===== config.mk =====
export PLATFORM = sky130hd
export DESIGN_NAME = lru_random_replacement_cache_flat
export DESIGN_NICKNAME = d
export VERILOG_FILES = /design/src/lrc_pkg.sv /design/src/lrc_req_if.sv /design/src/lrc_rsp_if.sv /design/src/lru_random_replacement_cache.sv /design/src/lrc_cell.sv /design/src/lrc_rand.sv /design/src/flat_wrapper.sv
export SDC_FILE = /design/constraint.sdc
export NUM_CORES = 2
export LEC_CHECK = 0
export ABC_AREA = 1
export BUFFER_PORTS_ARGS = -buffer_cell sky130_fd_sc_hd__buf_4
export CAP_MARGIN = 20
export CORE_MARGIN = 2
export CORE_UTILIZATION = 50
export CTS_CLUSTER_SIZE = 16
export DETAILED_ROUTE_END_ITERATION = 6
export GPL_TIMING_DRIVEN = 0
export PLACE_DENSITY = 0.69
export SYNTH_ARGS = -nofsm -noshare
export SYNTH_HDL_FRONTEND = slang
export SYNTH_HIERARCHICAL = 1
export SYNTH_SLANG_ARGS = --single-unit

===== constraint.sdc =====
create_clock -name clk_i -period 12.4 [get_ports clk_i]
set_input_delay 1.24 -clock clk_i [delete_from_list [all_inputs] [get_ports clk_i]]
set_output_delay 1.24 -clock clk_i [all_outputs]
set_load 0.03 [all_outputs]

===== src/lrc_pkg.sv =====
// ---------------------------------------------------------------------------
// lrc_pkg: shared types and constants of the LRU / random replacement cache
// Request and response codes, cell commands, the search chain word and the
// LFSR step function.
// ---------------------------------------------------------------------------
package lrc_pkg;

  // Fixed field widths of the request and response words.
  localparam int KeyBits     = 31;
  localparam int PayloadBits = 64;
  localparam int CountBits   = 5;
  localparam int AddrBits    = 3;
  localparam int ApbDataBits = 32;

  // Register index, taken from the word address bit.
  localparam logic RegPolicy = 1'b0;
  localparam logic RegSeed   = 1'b1;

  // Galois LFSR used for random eviction.
  localparam int          LfsrBits  = 16;
  localparam logic [15:0] LfsrTaps  = 16'hB400;

  typedef enum logic [1:0] {
    ACT_LOOKUP = 2'd0,
    ACT_INSERT = 2'd1,
    ACT_REMOVE = 2'd2,
    ACT_CLEAR  = 2'd3
  } action_e;

  typedef enum logic [1:0] {
    ST_OK      = 2'd0,
    ST_PRESENT = 2'd1,
    ST_MISS    = 2'd2
  } status_e;

  // Update that is broadcast to every cell in the apply cycle.
  typedef enum logic [2:0] {
    OP_NONE    = 3'd0,
    OP_PROMOTE = 3'd1,
    OP_DROP    = 3'd2,
    OP_PUSH    = 3'd3,
    OP_CLEAR   = 3'd4
  } op_e;

  // Which of the cell's search flags marks the cell that the update targets.
  typedef enum logic [1:0] {
    TGT_HIT  = 2'd0,
    TGT_FREE = 2'd1,
    TGT_VICT = 2'd2
  } tgt_e;

  typedef struct packed {
    op_e  op;
    tgt_e tgt;
    logic load;
  } cmd_t;

  // Priority word handed from each cell to the next during the search.
  typedef struct packed {
    logic hit_seen;
    logic free_seen;
  } chain_t;

  function automatic logic [LfsrBits-1:0] lfsr_advance(input logic [LfsrBits-1:0] v);
    logic [LfsrBits-1:0] n;
    n = v >> 1;
    if (v[0]) begin
      n = n ^ LfsrTaps;
    end
    return n;
  endfunction

endpackage


===== src/lrc_req_if.sv =====
// ---------------------------------------------------------------------------
// lrc_req_if: request channel of the cache
// Valid/ready channel that carries one request word.
// ---------------------------------------------------------------------------
interface lrc_req_if;
  logic                             valid;
  logic                             ready;
  lrc_pkg::action_e                 action;
  logic [lrc_pkg::KeyBits-1:0]      key;
  logic [lrc_pkg::PayloadBits-1:0]  payload;

  modport source (output valid, action, key, payload, input ready);
  modport sink   (input valid, action, key, payload, output ready);
endinterface


===== src/lrc_rsp_if.sv =====
// ---------------------------------------------------------------------------
// lrc_rsp_if: response channel of the cache
// Valid/ready channel that carries one response word.
// ---------------------------------------------------------------------------
interface lrc_rsp_if;
  logic                             valid;
  logic                             ready;
  lrc_pkg::status_e                 status;
  logic [lrc_pkg::PayloadBits-1:0]  read_data;
  logic                             evicted;
  logic [lrc_pkg::KeyBits-1:0]      evicted_key;
  logic [lrc_pkg::CountBits-1:0]    entry_count;

  modport source (output valid, status, read_data, evicted, evicted_key, entry_count,
                  input ready);
  modport sink   (input valid, status, read_data, evicted, evicted_key, entry_count,
                  output ready);
endinterface


===== src/lru_random_replacement_cache.sv =====
// A request is taken only when idle: the accept cycle runs the key search along the cell
// chain, and the apply state, once the response register is free, applies the update and
// loads that register. After reset, a seed write or a random eviction the LFSR remainder unit
// works out the quotient and then the remainder; no request is taken while it is busy.
// Reset (asynchronous, active low) empties all slots, sets the count to zero, selects LRU
// eviction and loads the LFSR with 1.
// ---------------------------------------------------------------------------
// lru_random_replacement_cache: fully associative cache, LRU or random eviction
// A row of slot cells searched by key, updated by a broadcast command, with
// an APB register port for the replacement policy and the LFSR seed.
// ---------------------------------------------------------------------------
module lru_random_replacement_cache #(
  parameter int ENTRIES   = 16,
  parameter int DATA_BITS = 64
) (
  input  logic                            clk_i,
  input  logic                            rst_ni,
  lrc_req_if.sink                         req,
  lrc_rsp_if.source                       rsp,
  input  logic                            psel,
  input  logic                            penable,
  input  logic                            pwrite,
  input  logic [lrc_pkg::AddrBits-1:0]    paddr,
  input  logic [lrc_pkg::ApbDataBits-1:0] pwdata,
  output logic [lrc_pkg::ApbDataBits-1:0] prdata,
  output logic                            pready
);

  localparam int RankBits  = $clog2(ENTRIES);
  localparam int CountBits = $clog2(ENTRIES + 1);

  typedef enum logic [1:0] {
    S_IDLE  = 2'b01,
    S_APPLY = 2'b10
  } state_e;

  state_e                       state_q, state_d;
  logic                         policy_q;
  logic [lrc_pkg::LfsrBits-1:0] seed_q;
  logic [CountBits-1:0]         count_q, count_d;
  lrc_pkg::action_e             act_q;
  logic [lrc_pkg::KeyBits-1:0]  key_q;
  logic [DATA_BITS-1:0]         data_q;
  logic                         hit_any_q, full_q;

  logic                         cfg_wr;
  logic                         accept;
  logic                         out_free;
  logic                         apply;
  logic                         rnd_busy, rnd_step;
  logic [RankBits-1:0]          rnd_idx;
  lrc_pkg::cmd_t                cmd;
  logic [RankBits-1:0]          sel_rank;

  lrc_pkg::chain_t              chain     [ENTRIES+1];
  logic [RankBits-1:0]          hit_rank  [ENTRIES+1];
  logic [RankBits-1:0]          vic_rank  [ENTRIES+1];
  logic [DATA_BITS-1:0]         hit_data  [ENTRIES+1];
  logic [lrc_pkg::KeyBits-1:0]  vic_key   [ENTRIES+1];

  lrc_pkg::status_e             status_d;
  logic                         evicted_d;
  logic [lrc_pkg::KeyBits-1:0]  evicted_key_d;
  logic [DATA_BITS-1:0]         read_data_d;

  // Register port.
  assign pready = 1'b1;
  assign cfg_wr = psel && penable && pwrite;

  always_ff @(posedge clk_i or negedge rst_ni) begin
    if (!rst_ni) begin
      policy_q <= 1'b1;
      seed_q   <= lrc_pkg::LfsrBits'(1);
    end else if (cfg_wr) begin
      unique case (paddr[2])
        lrc_pkg::RegPolicy: policy_q <= pwdata[0];
        lrc_pkg::RegSeed:   seed_q   <= pwdata[lrc_pkg::LfsrBits-1:0];
        default:            policy_q <= policy_q;
      endcase
    end
  end

  always_comb begin
    unique case (paddr[2])
      lrc_pkg::RegPolicy: prdata = lrc_pkg::ApbDataBits'(policy_q);
      lrc_pkg::RegSeed:   prdata = lrc_pkg::ApbDataBits'(seed_q);
      default:            prdata = '0;
    endcase
  end

  // Random slot picker.
  lrc_rand #(
    .ENTRIES (ENTRIES)
  ) u_rand (
    .clk_i  (clk_i),
    .rst_ni (rst_ni),
    .load_i (cfg_wr && (paddr[2] == lrc_pkg::RegSeed)),
    .seed_i (pwdata[lrc_pkg::LfsrBits-1:0]),
    .step_i (rnd_step),
    .busy_o (rnd_busy),
    .idx_o  (rnd_idx)
  );

  // Handshakes.
  assign req.ready = (state_q == S_IDLE) && !rnd_busy;
  assign accept    = req.valid && req.ready;
  assign out_free  = !rsp.valid || rsp.ready;
  assign apply     = (state_q == S_APPLY) && out_free;

  always_comb begin
    state_d = state_q;
    unique case (state_q)
      S_IDLE:  if (accept) state_d = S_APPLY;
      S_APPLY: if (out_free) state_d = S_IDLE;
      default: state_d = S_IDLE;
    endcase
  end

  // Cell chain.
  assign chain[0]    = '0;
  assign hit_rank[0] = '0;
  assign vic_rank[0] = '0;
  assign hit_data[0] = '0;
  assign vic_key[0]  = '0;

  for (genvar i = 0; i < ENTRIES; i++) begin : g_cell
    lrc_cell #(
      .ENTRIES   (ENTRIES),
      .DATA_BITS (DATA_BITS),
      .CELL_IDX  (i)
    ) u_cell (
      .clk_i      (clk_i),
      .rst_ni     (rst_ni),
      .look_i     (accept),
      .key_i      (req.key),
      .policy_i   (policy_q),
      .rnd_idx_i  (rnd_idx),
      .chain_i    (chain[i]),
      .chain_o    (chain[i+1]),
      .hit_rank_i (hit_rank[i]),
      .hit_rank_o (hit_rank[i+1]),
      .vic_rank_i (vic_rank[i]),
      .vic_rank_o (vic_rank[i+1]),
      .hit_data_i (hit_data[i]),
      .hit_data_o (hit_data[i+1]),
      .vic_key_i  (vic_key[i]),
      .vic_key_o  (vic_key[i+1]),
      .apply_i    (apply),
      .cmd_i      (cmd),
      .sel_rank_i (sel_rank),
      .new_key_i  (key_q),
      .new_data_i (data_q)
    );
  end

  // Request word and search summary, taken at the accept edge.
  always_ff @(posedge clk_i) begin
    if (accept) begin
      act_q     <= req.action;
      key_q     <= req.key;
      data_q    <= req.payload[DATA_BITS-1:0];
      hit_any_q <= chain[ENTRIES].hit_seen;
      full_q    <= (count_q == CountBits'(ENTRIES));
    end
  end

  // Update command and response fields.
  always_comb begin
    cmd           = '{op: lrc_pkg::OP_NONE, tgt: lrc_pkg::TGT_HIT, load: 1'b0};
    sel_rank      = hit_rank[ENTRIES];
    count_d       = count_q;
    status_d      = lrc_pkg::ST_OK;
    read_data_d   = '0;
    evicted_d     = 1'b0;
    evicted_key_d = '0;
    rnd_step      = 1'b0;
    case (act_q)
      lrc_pkg::ACT_LOOKUP: begin
        if (hit_any_q) begin
          cmd.op      = lrc_pkg::OP_PROMOTE;
          read_data_d = hit_data[ENTRIES];
        end else begin
          status_d = lrc_pkg::ST_MISS;
        end
      end
      lrc_pkg::ACT_INSERT: begin
        if (hit_any_q) begin
          cmd.op   = lrc_pkg::OP_PROMOTE;
          status_d = lrc_pkg::ST_PRESENT;
        end else if (full_q) begin
          // The victim's slot takes the new entry as most recent.
          cmd           = '{op: lrc_pkg::OP_PROMOTE, tgt: lrc_pkg::TGT_VICT, load: 1'b1};
          sel_rank      = vic_rank[ENTRIES];
          evicted_d     = 1'b1;
          evicted_key_d = vic_key[ENTRIES];
          rnd_step      = apply && !policy_q;
        end else begin
          cmd.op  = lrc_pkg::OP_PUSH;
          cmd.tgt = lrc_pkg::TGT_FREE;
          count_d = count_q + 1'b1;
        end
      end
      lrc_pkg::ACT_REMOVE: begin
        if (hit_any_q) begin
          cmd.op  = lrc_pkg::OP_DROP;
          count_d = count_q - 1'b1;
        end else begin
          status_d = lrc_pkg::ST_MISS;
        end
      end
      default: begin
        cmd.op  = lrc_pkg::OP_CLEAR;
        count_d = '0;
      end
    endcase
  end

  // Control registers.
  always_ff @(posedge clk_i or negedge rst_ni) begin
    if (!rst_ni) begin
      state_q   <= S_IDLE;
      count_q   <= '0;
      rsp.valid <= 1'b0;
    end else begin
      state_q <= state_d;
      if (apply) begin
        count_q   <= count_d;
        rsp.valid <= 1'b1;
      end else if (rsp.ready) begin
        rsp.valid <= 1'b0;
      end
    end
  end

  // Response word register.
  always_ff @(posedge clk_i) begin
    if (apply) begin
      rsp.status      <= status_d;
      rsp.read_data   <= lrc_pkg::PayloadBits'(read_data_d);
      rsp.evicted     <= evicted_d;
      rsp.evicted_key <= evicted_key_d;
      rsp.entry_count <= lrc_pkg::CountBits'(count_d);
    end
  end

endmodule


===== src/lrc_cell.sv =====
// ---------------------------------------------------------------------------
// lrc_cell: one slot of the cache
// Holds valid, key, data and recency rank of one slot, takes part in the
// priority search chain and applies the broadcast update.
// ---------------------------------------------------------------------------
module lrc_cell #(
  parameter int ENTRIES   = 16,
  parameter int DATA_BITS = 64,
  parameter int CELL_IDX  = 0
) (
  input  logic                        clk_i,
  input  logic                        rst_ni,
  // Search, sampled at the edge that accepts a request.
  input  logic                        look_i,
  input  logic [lrc_pkg::KeyBits-1:0] key_i,
  input  logic                        policy_i,
  input  logic [$clog2(ENTRIES)-1:0]  rnd_idx_i,
  input  lrc_pkg::chain_t             chain_i,
  output lrc_pkg::chain_t             chain_o,
  // Selected values, gathered along the chain in the apply cycle.
  input  logic [$clog2(ENTRIES)-1:0]  hit_rank_i,
  output logic [$clog2(ENTRIES)-1:0]  hit_rank_o,
  input  logic [$clog2(ENTRIES)-1:0]  vic_rank_i,
  output logic [$clog2(ENTRIES)-1:0]  vic_rank_o,
  input  logic [DATA_BITS-1:0]        hit_data_i,
  output logic [DATA_BITS-1:0]        hit_data_o,
  input  logic [lrc_pkg::KeyBits-1:0] vic_key_i,
  output logic [lrc_pkg::KeyBits-1:0] vic_key_o,
  // Update.
  input  logic                        apply_i,
  input  lrc_pkg::cmd_t               cmd_i,
  input  logic [$clog2(ENTRIES)-1:0]  sel_rank_i,
  input  logic [lrc_pkg::KeyBits-1:0] new_key_i,
  input  logic [DATA_BITS-1:0]        new_data_i
);

  localparam int RankBits = $clog2(ENTRIES);

  logic                        valid_q;
  logic [lrc_pkg::KeyBits-1:0] key_q;
  logic [DATA_BITS-1:0]        data_q;
  logic [RankBits-1:0]         rank_q;
  logic                        hit_q, free_q, vic_q;
  logic                        match;
  logic                        tgt;

  // Search: first matching slot, first free slot and the eviction victim.
  assign match = valid_q && (key_q == key_i);
  assign chain_o.hit_seen  = chain_i.hit_seen || match;
  assign chain_o.free_seen = chain_i.free_seen || !valid_q;

  always_ff @(posedge clk_i) begin
    if (look_i) begin
      hit_q  <= match && !chain_i.hit_seen;
      free_q <= !valid_q && !chain_i.free_seen;
      vic_q  <= valid_q && (policy_i ? (rank_q == RankBits'(ENTRIES - 1))
                                     : (rnd_idx_i == RankBits'(CELL_IDX)));
    end
  end

  // Gather the fields of the flagged slots.
  assign hit_rank_o = hit_rank_i | (hit_q ? rank_q : '0);
  assign vic_rank_o = vic_rank_i | (vic_q ? rank_q : '0);
  assign hit_data_o = hit_data_i | (hit_q ? data_q : '0);
  assign vic_key_o  = vic_key_i  | (vic_q ? key_q  : '0);

  // Target of the broadcast update.
  always_comb begin
    case (cmd_i.tgt)
      lrc_pkg::TGT_HIT:  tgt = hit_q;
      lrc_pkg::TGT_FREE: tgt = free_q;
      default:           tgt = vic_q;
    endcase
  end

  // Valid bit.
  always_ff @(posedge clk_i or negedge rst_ni) begin
    if (!rst_ni) begin
      valid_q <= 1'b0;
    end else if (apply_i) begin
      case (cmd_i.op)
        lrc_pkg::OP_DROP:  if (tgt) valid_q <= 1'b0;
        lrc_pkg::OP_PUSH:  if (tgt) valid_q <= 1'b1;
        lrc_pkg::OP_CLEAR: valid_q <= 1'b0;
        default:           valid_q <= valid_q;
      endcase
    end
  end

  // Key, data and recency rank.
  always_ff @(posedge clk_i) begin
    if (apply_i) begin
      case (cmd_i.op)
        lrc_pkg::OP_PROMOTE: begin
          if (tgt) begin
            rank_q <= '0;
            if (cmd_i.load) begin
              key_q  <= new_key_i;
              data_q <= new_data_i;
            end
          end else if (valid_q && rank_q < sel_rank_i) begin
            rank_q <= rank_q + 1'b1;
          end
        end
        lrc_pkg::OP_DROP: begin
          if (!tgt && valid_q && rank_q > sel_rank_i) begin
            rank_q <= rank_q - 1'b1;
          end
        end
        lrc_pkg::OP_PUSH: begin
          if (tgt) begin
            rank_q <= '0;
            key_q  <= new_key_i;
            data_q <= new_data_i;
          end else if (valid_q) begin
            rank_q <= rank_q + 1'b1;
          end
        end
        default: begin
          rank_q <= rank_q;
        end
      endcase
    end
  end

endmodule


===== src/lrc_rand.sv =====
// ---------------------------------------------------------------------------
// lrc_rand: random slot picker
// Holds the LFSR and works out the slot index of its next value by reciprocal
// multiplication, first the quotient and then the remainder, so that the index is ready
// before the next eviction needs it.
// ---------------------------------------------------------------------------
module lrc_rand #(
  parameter int ENTRIES = 16
) (
  input  logic                         clk_i,
  input  logic                         rst_ni,
  input  logic                         load_i,
  input  logic [lrc_pkg::LfsrBits-1:0] seed_i,
  input  logic                         step_i,
  output logic                         busy_o,
  output logic [$clog2(ENTRIES)-1:0]   idx_o
);

  localparam int IdxBits   = $clog2(ENTRIES);
  localparam int RecipBits = 32;
  localparam int ProdBits  = lrc_pkg::LfsrBits + RecipBits;
  // Scaled reciprocal of the slot count; the quotient is exact for every
  // 16-bit LFSR value because the rounding error stays below 1/ENTRIES.
  localparam logic [RecipBits-1:0] RecipMul =
      RecipBits'((64'd1 << RecipBits) / 64'(ENTRIES) + 64'd1);
  localparam logic [lrc_pkg::LfsrBits-1:0] SlotCount = lrc_pkg::LfsrBits'(ENTRIES);

  logic [lrc_pkg::LfsrBits-1:0] lfsr_q, nxt;
  logic [ProdBits-1:0]          prod;
  logic [lrc_pkg::LfsrBits-1:0] quo_q, quo_d;
  logic [lrc_pkg::LfsrBits-1:0] rem_full;
  logic [IdxBits-1:0]           rem_q;
  logic                         busy_q;
  logic                         stage_q;

  assign nxt = lrc_pkg::lfsr_advance(lfsr_q);

  // Quotient by reciprocal multiplication, then the remainder from it.
  assign prod     = ProdBits'(nxt) * ProdBits'(RecipMul);
  assign quo_d    = prod[ProdBits-1:RecipBits];
  assign rem_full = nxt - quo_q * SlotCount;

  // LFSR and remainder sequencing; a load or a step restarts the remainder.
  always_ff @(posedge clk_i or negedge rst_ni) begin
    if (!rst_ni) begin
      lfsr_q  <= lrc_pkg::LfsrBits'(1);
      busy_q  <= 1'b1;
      stage_q <= 1'b0;
      quo_q   <= '0;
      rem_q   <= '0;
    end else if (load_i || step_i) begin
      if (load_i) begin
        lfsr_q <= (seed_i == '0) ? lrc_pkg::LfsrBits'(1) : seed_i;
      end else begin
        lfsr_q <= nxt;
      end
      busy_q  <= 1'b1;
      stage_q <= 1'b0;
    end else if (busy_q) begin
      if (!stage_q) begin
        quo_q   <= quo_d;
        stage_q <= 1'b1;
      end else begin
        rem_q   <= rem_full[IdxBits-1:0];
        stage_q <= 1'b0;
        busy_q  <= 1'b0;
      end
    end
  end

  assign busy_o = busy_q;
  assign idx_o  = rem_q;

endmodule

===== src/flat_wrapper.sv =====
// flat-port wrapper written by rule: the top's interface ports become plain ports
module lru_random_replacement_cache_flat 
#(
  parameter int ENTRIES   = 16,
  parameter int DATA_BITS = 64
)
  (clk_i, rst_ni, psel, penable, pwrite, paddr, pwdata, prdata, pready, req_valid, req_action, req_key, req_payload, req_ready, rsp_valid, rsp_status, rsp_read_data, rsp_evicted, rsp_evicted_key, rsp_entry_count, rsp_ready);
  lrc_req_if req_i ();
  lrc_rsp_if rsp_i ();
  input  logic clk_i;
  input  logic rst_ni;
  input  logic psel;
  input  logic penable;
  input  logic pwrite;
  input  logic [lrc_pkg::AddrBits-1:0] paddr;
  input  logic [lrc_pkg::ApbDataBits-1:0] pwdata;
  output logic [lrc_pkg::ApbDataBits-1:0] prdata;
  output logic pready;
  input wire logic [$bits(req_i.valid)-1:0] req_valid;
  input wire logic [$bits(req_i.action)-1:0] req_action;
  input wire logic [$bits(req_i.key)-1:0] req_key;
  input wire logic [$bits(req_i.payload)-1:0] req_payload;
  output wire logic [$bits(req_i.ready)-1:0] req_ready;
  output wire logic [$bits(rsp_i.valid)-1:0] rsp_valid;
  output wire logic [$bits(rsp_i.status)-1:0] rsp_status;
  output wire logic [$bits(rsp_i.read_data)-1:0] rsp_read_data;
  output wire logic [$bits(rsp_i.evicted)-1:0] rsp_evicted;
  output wire logic [$bits(rsp_i.evicted_key)-1:0] rsp_evicted_key;
  output wire logic [$bits(rsp_i.entry_count)-1:0] rsp_entry_count;
  input wire logic [$bits(rsp_i.ready)-1:0] rsp_ready;
  assign req_i.valid = req_valid;
  assign req_i.action = req_action;
  assign req_i.key = req_key;
  assign req_i.payload = req_payload;
  assign req_ready = req_i.ready;
  assign rsp_valid = rsp_i.valid;
  assign rsp_status = rsp_i.status;
  assign rsp_read_data = rsp_i.read_data;
  assign rsp_evicted = rsp_i.evicted;
  assign rsp_evicted_key = rsp_i.evicted_key;
  assign rsp_entry_count = rsp_i.entry_count;
  assign rsp_i.ready = rsp_ready;
  lru_random_replacement_cache #(.ENTRIES(ENTRIES), .DATA_BITS(DATA_BITS)) u_core (.clk_i(clk_i), .rst_ni(rst_ni), .req(req_i), .rsp(rsp_i), .psel(psel), .penable(penable), .pwrite(pwrite), .paddr(paddr), .pwdata(pwdata), .prdata(prdata), .pready(pready));
endmodule

### Yosys cells after proc, flatten, opt, wreduce, memory -nomap -nowiden

Index checks and enable logic that the tools add are counted.

* add/subtract/negate cells: 35
* order comparisons: 32
* equal/unequal tests: 156
* multiplexer cells: 373
* bitwise logic cells: 65
* reduce and logical (&&, ||, !) cells: 277

Operators by type and width (number)
* $mux W64: 49
* $pmux W64 S2: 16
* $mux W31: 49
* $pmux W31 S2: 16
* $or A64 B64 Y64: 15
* $eq A31 B31 Y1: 16
* $or A31 B31 Y31: 15
* $mux W4: 116
* $pmux W4 S3: 16
* $reduce_and A5 Y1: 32
* $ne A2 B2 Y1 const B: 64
* $or A4 B4 Y4: 30
* $logic_and A1 B1 Y1: 117
* $eq A4 B4 Y1 const B: 24
* $ne A3 B3 Y1 const B: 32
* $sub A4 B1 Y4 const B: 17
* $add A4 B1 Y4 const B: 16
* $gt A4 B4 Y1: 16
* $logic_not A1 Y1: 64
* $lt A4 B4 Y1: 16
* $pmux W32 S2: 1
* $reduce_and A4 Y1: 16
* $mux W1: 61
* $mux W16: 3
* other kinds (32): 121

* flip-flop bits (word level): 1897
* input port bits: 139

### Depth between registers and ports, before layout

* depth after elaboration: 24
* depth in mapped cells: 40

### Cells and area by module

Netlist, hierarchy kept.

Modules (own cells, without submodules)
* lrc_cell at u_core.g_cell[12].u_cell ...: instances 4, cells an instance 466, area each 5022.3 um^2, seq. area each 3088.0 um^2
* lrc_cell at u_core.g_cell[4].u_cell ...: instances 2, cells an instance 467, area each 5026.1 um^2, seq. area each 3088.0 um^2
* lrc_cell at u_core.g_cell[13].u_cell ...: instances 2, cells an instance 466, area each 5024.8 um^2, seq. area each 3088.0 um^2
* lrc_cell at u_core.g_cell[1].u_cell ...: instances 2, cells an instance 466, area each 5023.6 um^2, seq. area each 3088.0 um^2
* lru_random_replacement_cache: instances 1, cells an instance 654, area each 8612.0 um^2, seq. area each 6695.2 um^2
* lrc_cell at u_core.g_cell[7].u_cell: instances 1, cells an instance 467, area each 5024.8 um^2, seq. area each 3088.0 um^2
* lrc_cell at u_core.g_cell[3].u_cell: instances 1, cells an instance 466, area each 5021.1 um^2, seq. area each 3088.0 um^2
* lrc_cell at u_core.g_cell[11].u_cell: instances 1, cells an instance 459, area each 5006.1 um^2, seq. area each 3088.0 um^2
* lrc_cell at u_core.g_cell[0].u_cell: instances 1, cells an instance 459, area each 5004.8 um^2, seq. area each 3088.0 um^2
* lrc_cell at u_core.g_cell[10].u_cell: instances 1, cells an instance 458, area each 5003.5 um^2, seq. area each 3088.0 um^2
* lrc_cell at u_core.g_cell[15].u_cell: instances 1, cells an instance 457, area each 4994.8 um^2, seq. area each 3088.0 um^2
* lrc_rand: instances 1, cells an instance 128, area each 1111.1 um^2, seq. area each 553.0 um^2

### Least setup slack after synthesis

OpenSTA, ideal clock, no wires.

* kind: input to register
* start point: input rsp_ready
* end point: register u_core.g_cell[12].u_cell.data_q[0] (enable)
* library setup time: 0.781 ns
* arrival time: 12.409 ns
* setup slack: -0.790 ns
* stages on the path: 4
* path buffers: 0
* path through: nor2_1 nor2_4 inv_1 nor4_1

* longest elaborated chain between the ends: 3

Ends and longest elaborated chain
* start, declared: RTL line flat_wrapper.sv:30 `input wire logic [$bits(rsp_i.ready)-1:0] rsp_ready;`
* $logic_or A1 B1 Y1: RTL line lru_random_replacement_cache.sv:107 `assign out_free = !rsp.valid || rsp.ready;`
* $logic_and A1 B1 Y1: RTL line lru_random_replacement_cache.sv:108 `assign apply = (state_q == S_APPLY) && out_free;`
* net u_core.apply: RTL line lru_random_replacement_cache.sv:49 `logic apply;`
* $reduce_and A5 Y1 (no source line)
* end signal, assigned: RTL line lrc_cell.sv:99 `data_q <= new_data_i;`
* end signal, assigned: RTL line lrc_cell.sv:114 `data_q <= new_data_i;`
* end, declared: RTL line lrc_cell.sv:41 `logic [DATA_BITS-1:0] data_q;`

The timed path passes the listed nets, and every way through them passes these cells.
A chain may end at the register's enable or synchronous reset.

==> metrics.md <==
| Metric | Value |
|---|---|
| Status | `complete, but fails checks` |
| Failing checks | `design-rule violations` |
| CP arrival | `6.80 ns` |
| Area of the multi-input gates | `27300 sq um` |
| CTS tree | `done` |
| Clock Latency Late Sink | `0.88 ns` |
| CTS Sinks | `1897` |
| Design Power | `15.2 mW` |
| Worst path bufs/invs | `5` |
| CP endpoint kind | `register` |
| Vias per cell | `5.28` |
| Crit path max-delay cell type | `nand2_1` |
| Number of global-route vias before repair | `60800` |
| Area Overhead vs Synth | `14.9%` |
| R2R Setup Slk | `6.13 ns` |
| Share of layout cells above drive strength 1 | `10.5%` |
| Post-Synthesis Cells | `8209` |
| Synth warn | `6` |
| Post-CTS Resized | `0` |
| Combinational Power Share | `11.8%` |
| Dpl ws | `6.21 ns` |
| Worst EP required | `12.92 ns` |
| Rel. slew slack | `26.3%` |
| Layout Skew | `0.0625 ns` |
| Initial drt markers | `5146` |
| First-pass GRT wire length | `344 mm` |
| Clock Path Buffers | `3` |
| Max Slew Vio Count | `0` |
| Clk pwr share | `36.9%` |
| Post-route ant nets | `0` |
| Max-cap violation count | `0` |
| Worst-Margin Slew | `1.10 ns` |
| # rows | `155` |
| Final layout net count | `9151` |
| All-Layer GR Usage | `24.1%` |
| Die width | `428 um` |
| Internal | `11.1 mW` |
| Core Util, Final | `57.9%` |
| Hold_buf cts | `0` |
| Static Leakage | `44.6 nW` |
| Setup_tns | `0 ns` |
| Worst Hold Class | `register to register` |
| Clk slew on worst S/H paths | `0.06 ns` |
| Worst setup margin | `6.13 ns` |
| Root buf cell | `clkbuf_16` |
| Commonest non-fill, non-tap cell in the layout | `edfxtp_1` |
| Min Hold Slack | `0.473 ns` |
| Crit-path max cell delay | `0.63 ns` |
| TritonCTS Buffers | `196` |
| Final wirelength | `224 mm` |
| Fmax | `0.159 GHz` |
| Cell mode on critical path | `o21bai_1` |
| Core area | `179000 sq um` |
| Synth Cell Area | `90000 sq um` |
| Antenna violations before repair | `7` |
| Top delay family on crit path | `compound AO/OA/AOI/OAI gates` |
| Synth Area per Inst | `11.0 sq um` |
| P per Cell Area | `147 nW/um^2` |
| Gpl congestion | `0.902` |
| Setup CP Type | `register to register` |
| Wire per inst | `19.6 um` |
| Largest net degree at the start of global routing | `95` |
| Chip height | `428 um` |
| Ports | `277` |
| Max FO, Critical Path | `16` |
| Register area | `56700 sq um` |
| Peak VDD IR | `0.146 mV` |
| Router iterations before antenna repair | `7` |
| Die area | `183000 sq um` |
| Hold Vio Cnt, Final | `0` |
| RSZ-0062 raised after global routing | `false` |
| Dpl hpwl | `162 mm` |
| IO buf count | `240` |
| Via count | `60400` |
| Most frequent cells in the layout | `edfxtp_1, nand2_1, inv_1, a21o_1, o21bai_1` |
| Sw Share | `26.9%` |
| Final setup vio count | `0` |
| Total grt overflow | `0` |
| Crit path launch type | `register` |
| Flop pwr share | `51.2%` |
| Post-route minimum period | `6.27 ns` |
| DRC Markers | `1` |
| Initial Util | `50.4%` |
| CTS HTree Levels | `4` |
| # fillers | `14500` |
| Setup bufs post-CTS | `0` |
| Period Utilization, post-route | `50.6%` |
| Net Sw Power | `4.08 mW` |
-- per-stage QoR --
| step | instances | cell area [sq um] |
|---|---|---|
| 2_1_floorplan | 8331 | 90500 |
| 3_3_place_gp | 10900 | 95300 |
| 3_5_place_dp | 11100 | 97300 |
| 4_1_cts | 11400 | 103000 |
| 5_1_grt | 11400 | 103000 |
| 6_report | 11400 | 103000 |
-- state kept, by name, summed over array words and instances (netlist names), 31 cells and up --
signal                       count
u_core/g_cell.u_cell/key_q     496
u_core/g_cell.u_cell/rank_q     64
u_core/g_cell.u_cell/data_q   1024
u_core/key_q                    31
u_core/rsp.read_data            64
u_core/data_q                   64
u_core/rsp.evicted_key          31
-- power by group through the flow --
stage / sequential (mW) / combinational (mW) / clock, mW
2_1_floorplan: 7.79 / 1.09 / 0
3_3_place_gp: 7.92 / 1.69 / 0
3_5_place_dp: 7.91 / 1.78 / 0
4_1_cts: 7.78 / 1.79 / 5.72
5_1_grt: 7.81 / 1.96 / 5.96
6_report: 7.78 / 1.80 / 5.61
-- layer usage --
layer | GRT usage (%) | share of wire, %
met5 | 0 | 0.0067
met1 | 31.0 | 42
met4 | 10.6 | 4.2
met2 | 41.0 | 48
met3 | 3.21 | 5.4
-- cell type report --
type                    count  area share [%]
flip-flops and latches   1897            54.8
multi-input cells        4752            26.4
inverters                1458            5.32
clock buffers             260            5.02
repair buffers            385            3.56
well taps                2355            2.85
plain buffers             224            1.18
clock inverters           100           0.861
diodes                      5          0.0121
-- worst reg2reg max path: cells and delay by family, from the launching register on --
| family | cells | cell delay (ns) |
|---|---|---|
| adder cells (fa/ha/maj) | 1 | 0.18 |
| AND/OR/NAND/NOR | 6 | 1.28 |
| flip-flops | 1 | 0.35 |
| AO/OA/AOI/OAI | 17 | 2.90 |
| buffers and inverters | 5 | 1.23 |
-- final timing paths --
| kind | cells past startpoint | start | endpoint |
|---|---|---|---|
| min reg2reg | 2 | u_core/seed_q[14] | u_core/seed_q[14] |
| max in group asynchronous | 1 | rst_ni | u_core/g_cell[5].u_cell/valid_q |
| max reg2reg | 29 | u_core/g_cell[1].u_cell/vic_q | u_core/g_cell[11].u_cell/rank_q[1] |
| max | 29 | u_core/g_cell[1].u_cell/vic_q | u_core/g_cell[11].u_cell/rank_q[1] |
| min | 2 | u_core/seed_q[14] | u_core/seed_q[14] |
| min in group asynchronous | 1 | rst_ni | u_core/seed_q[15] |
No activity file was read; power rests on OpenSTA's default activity.
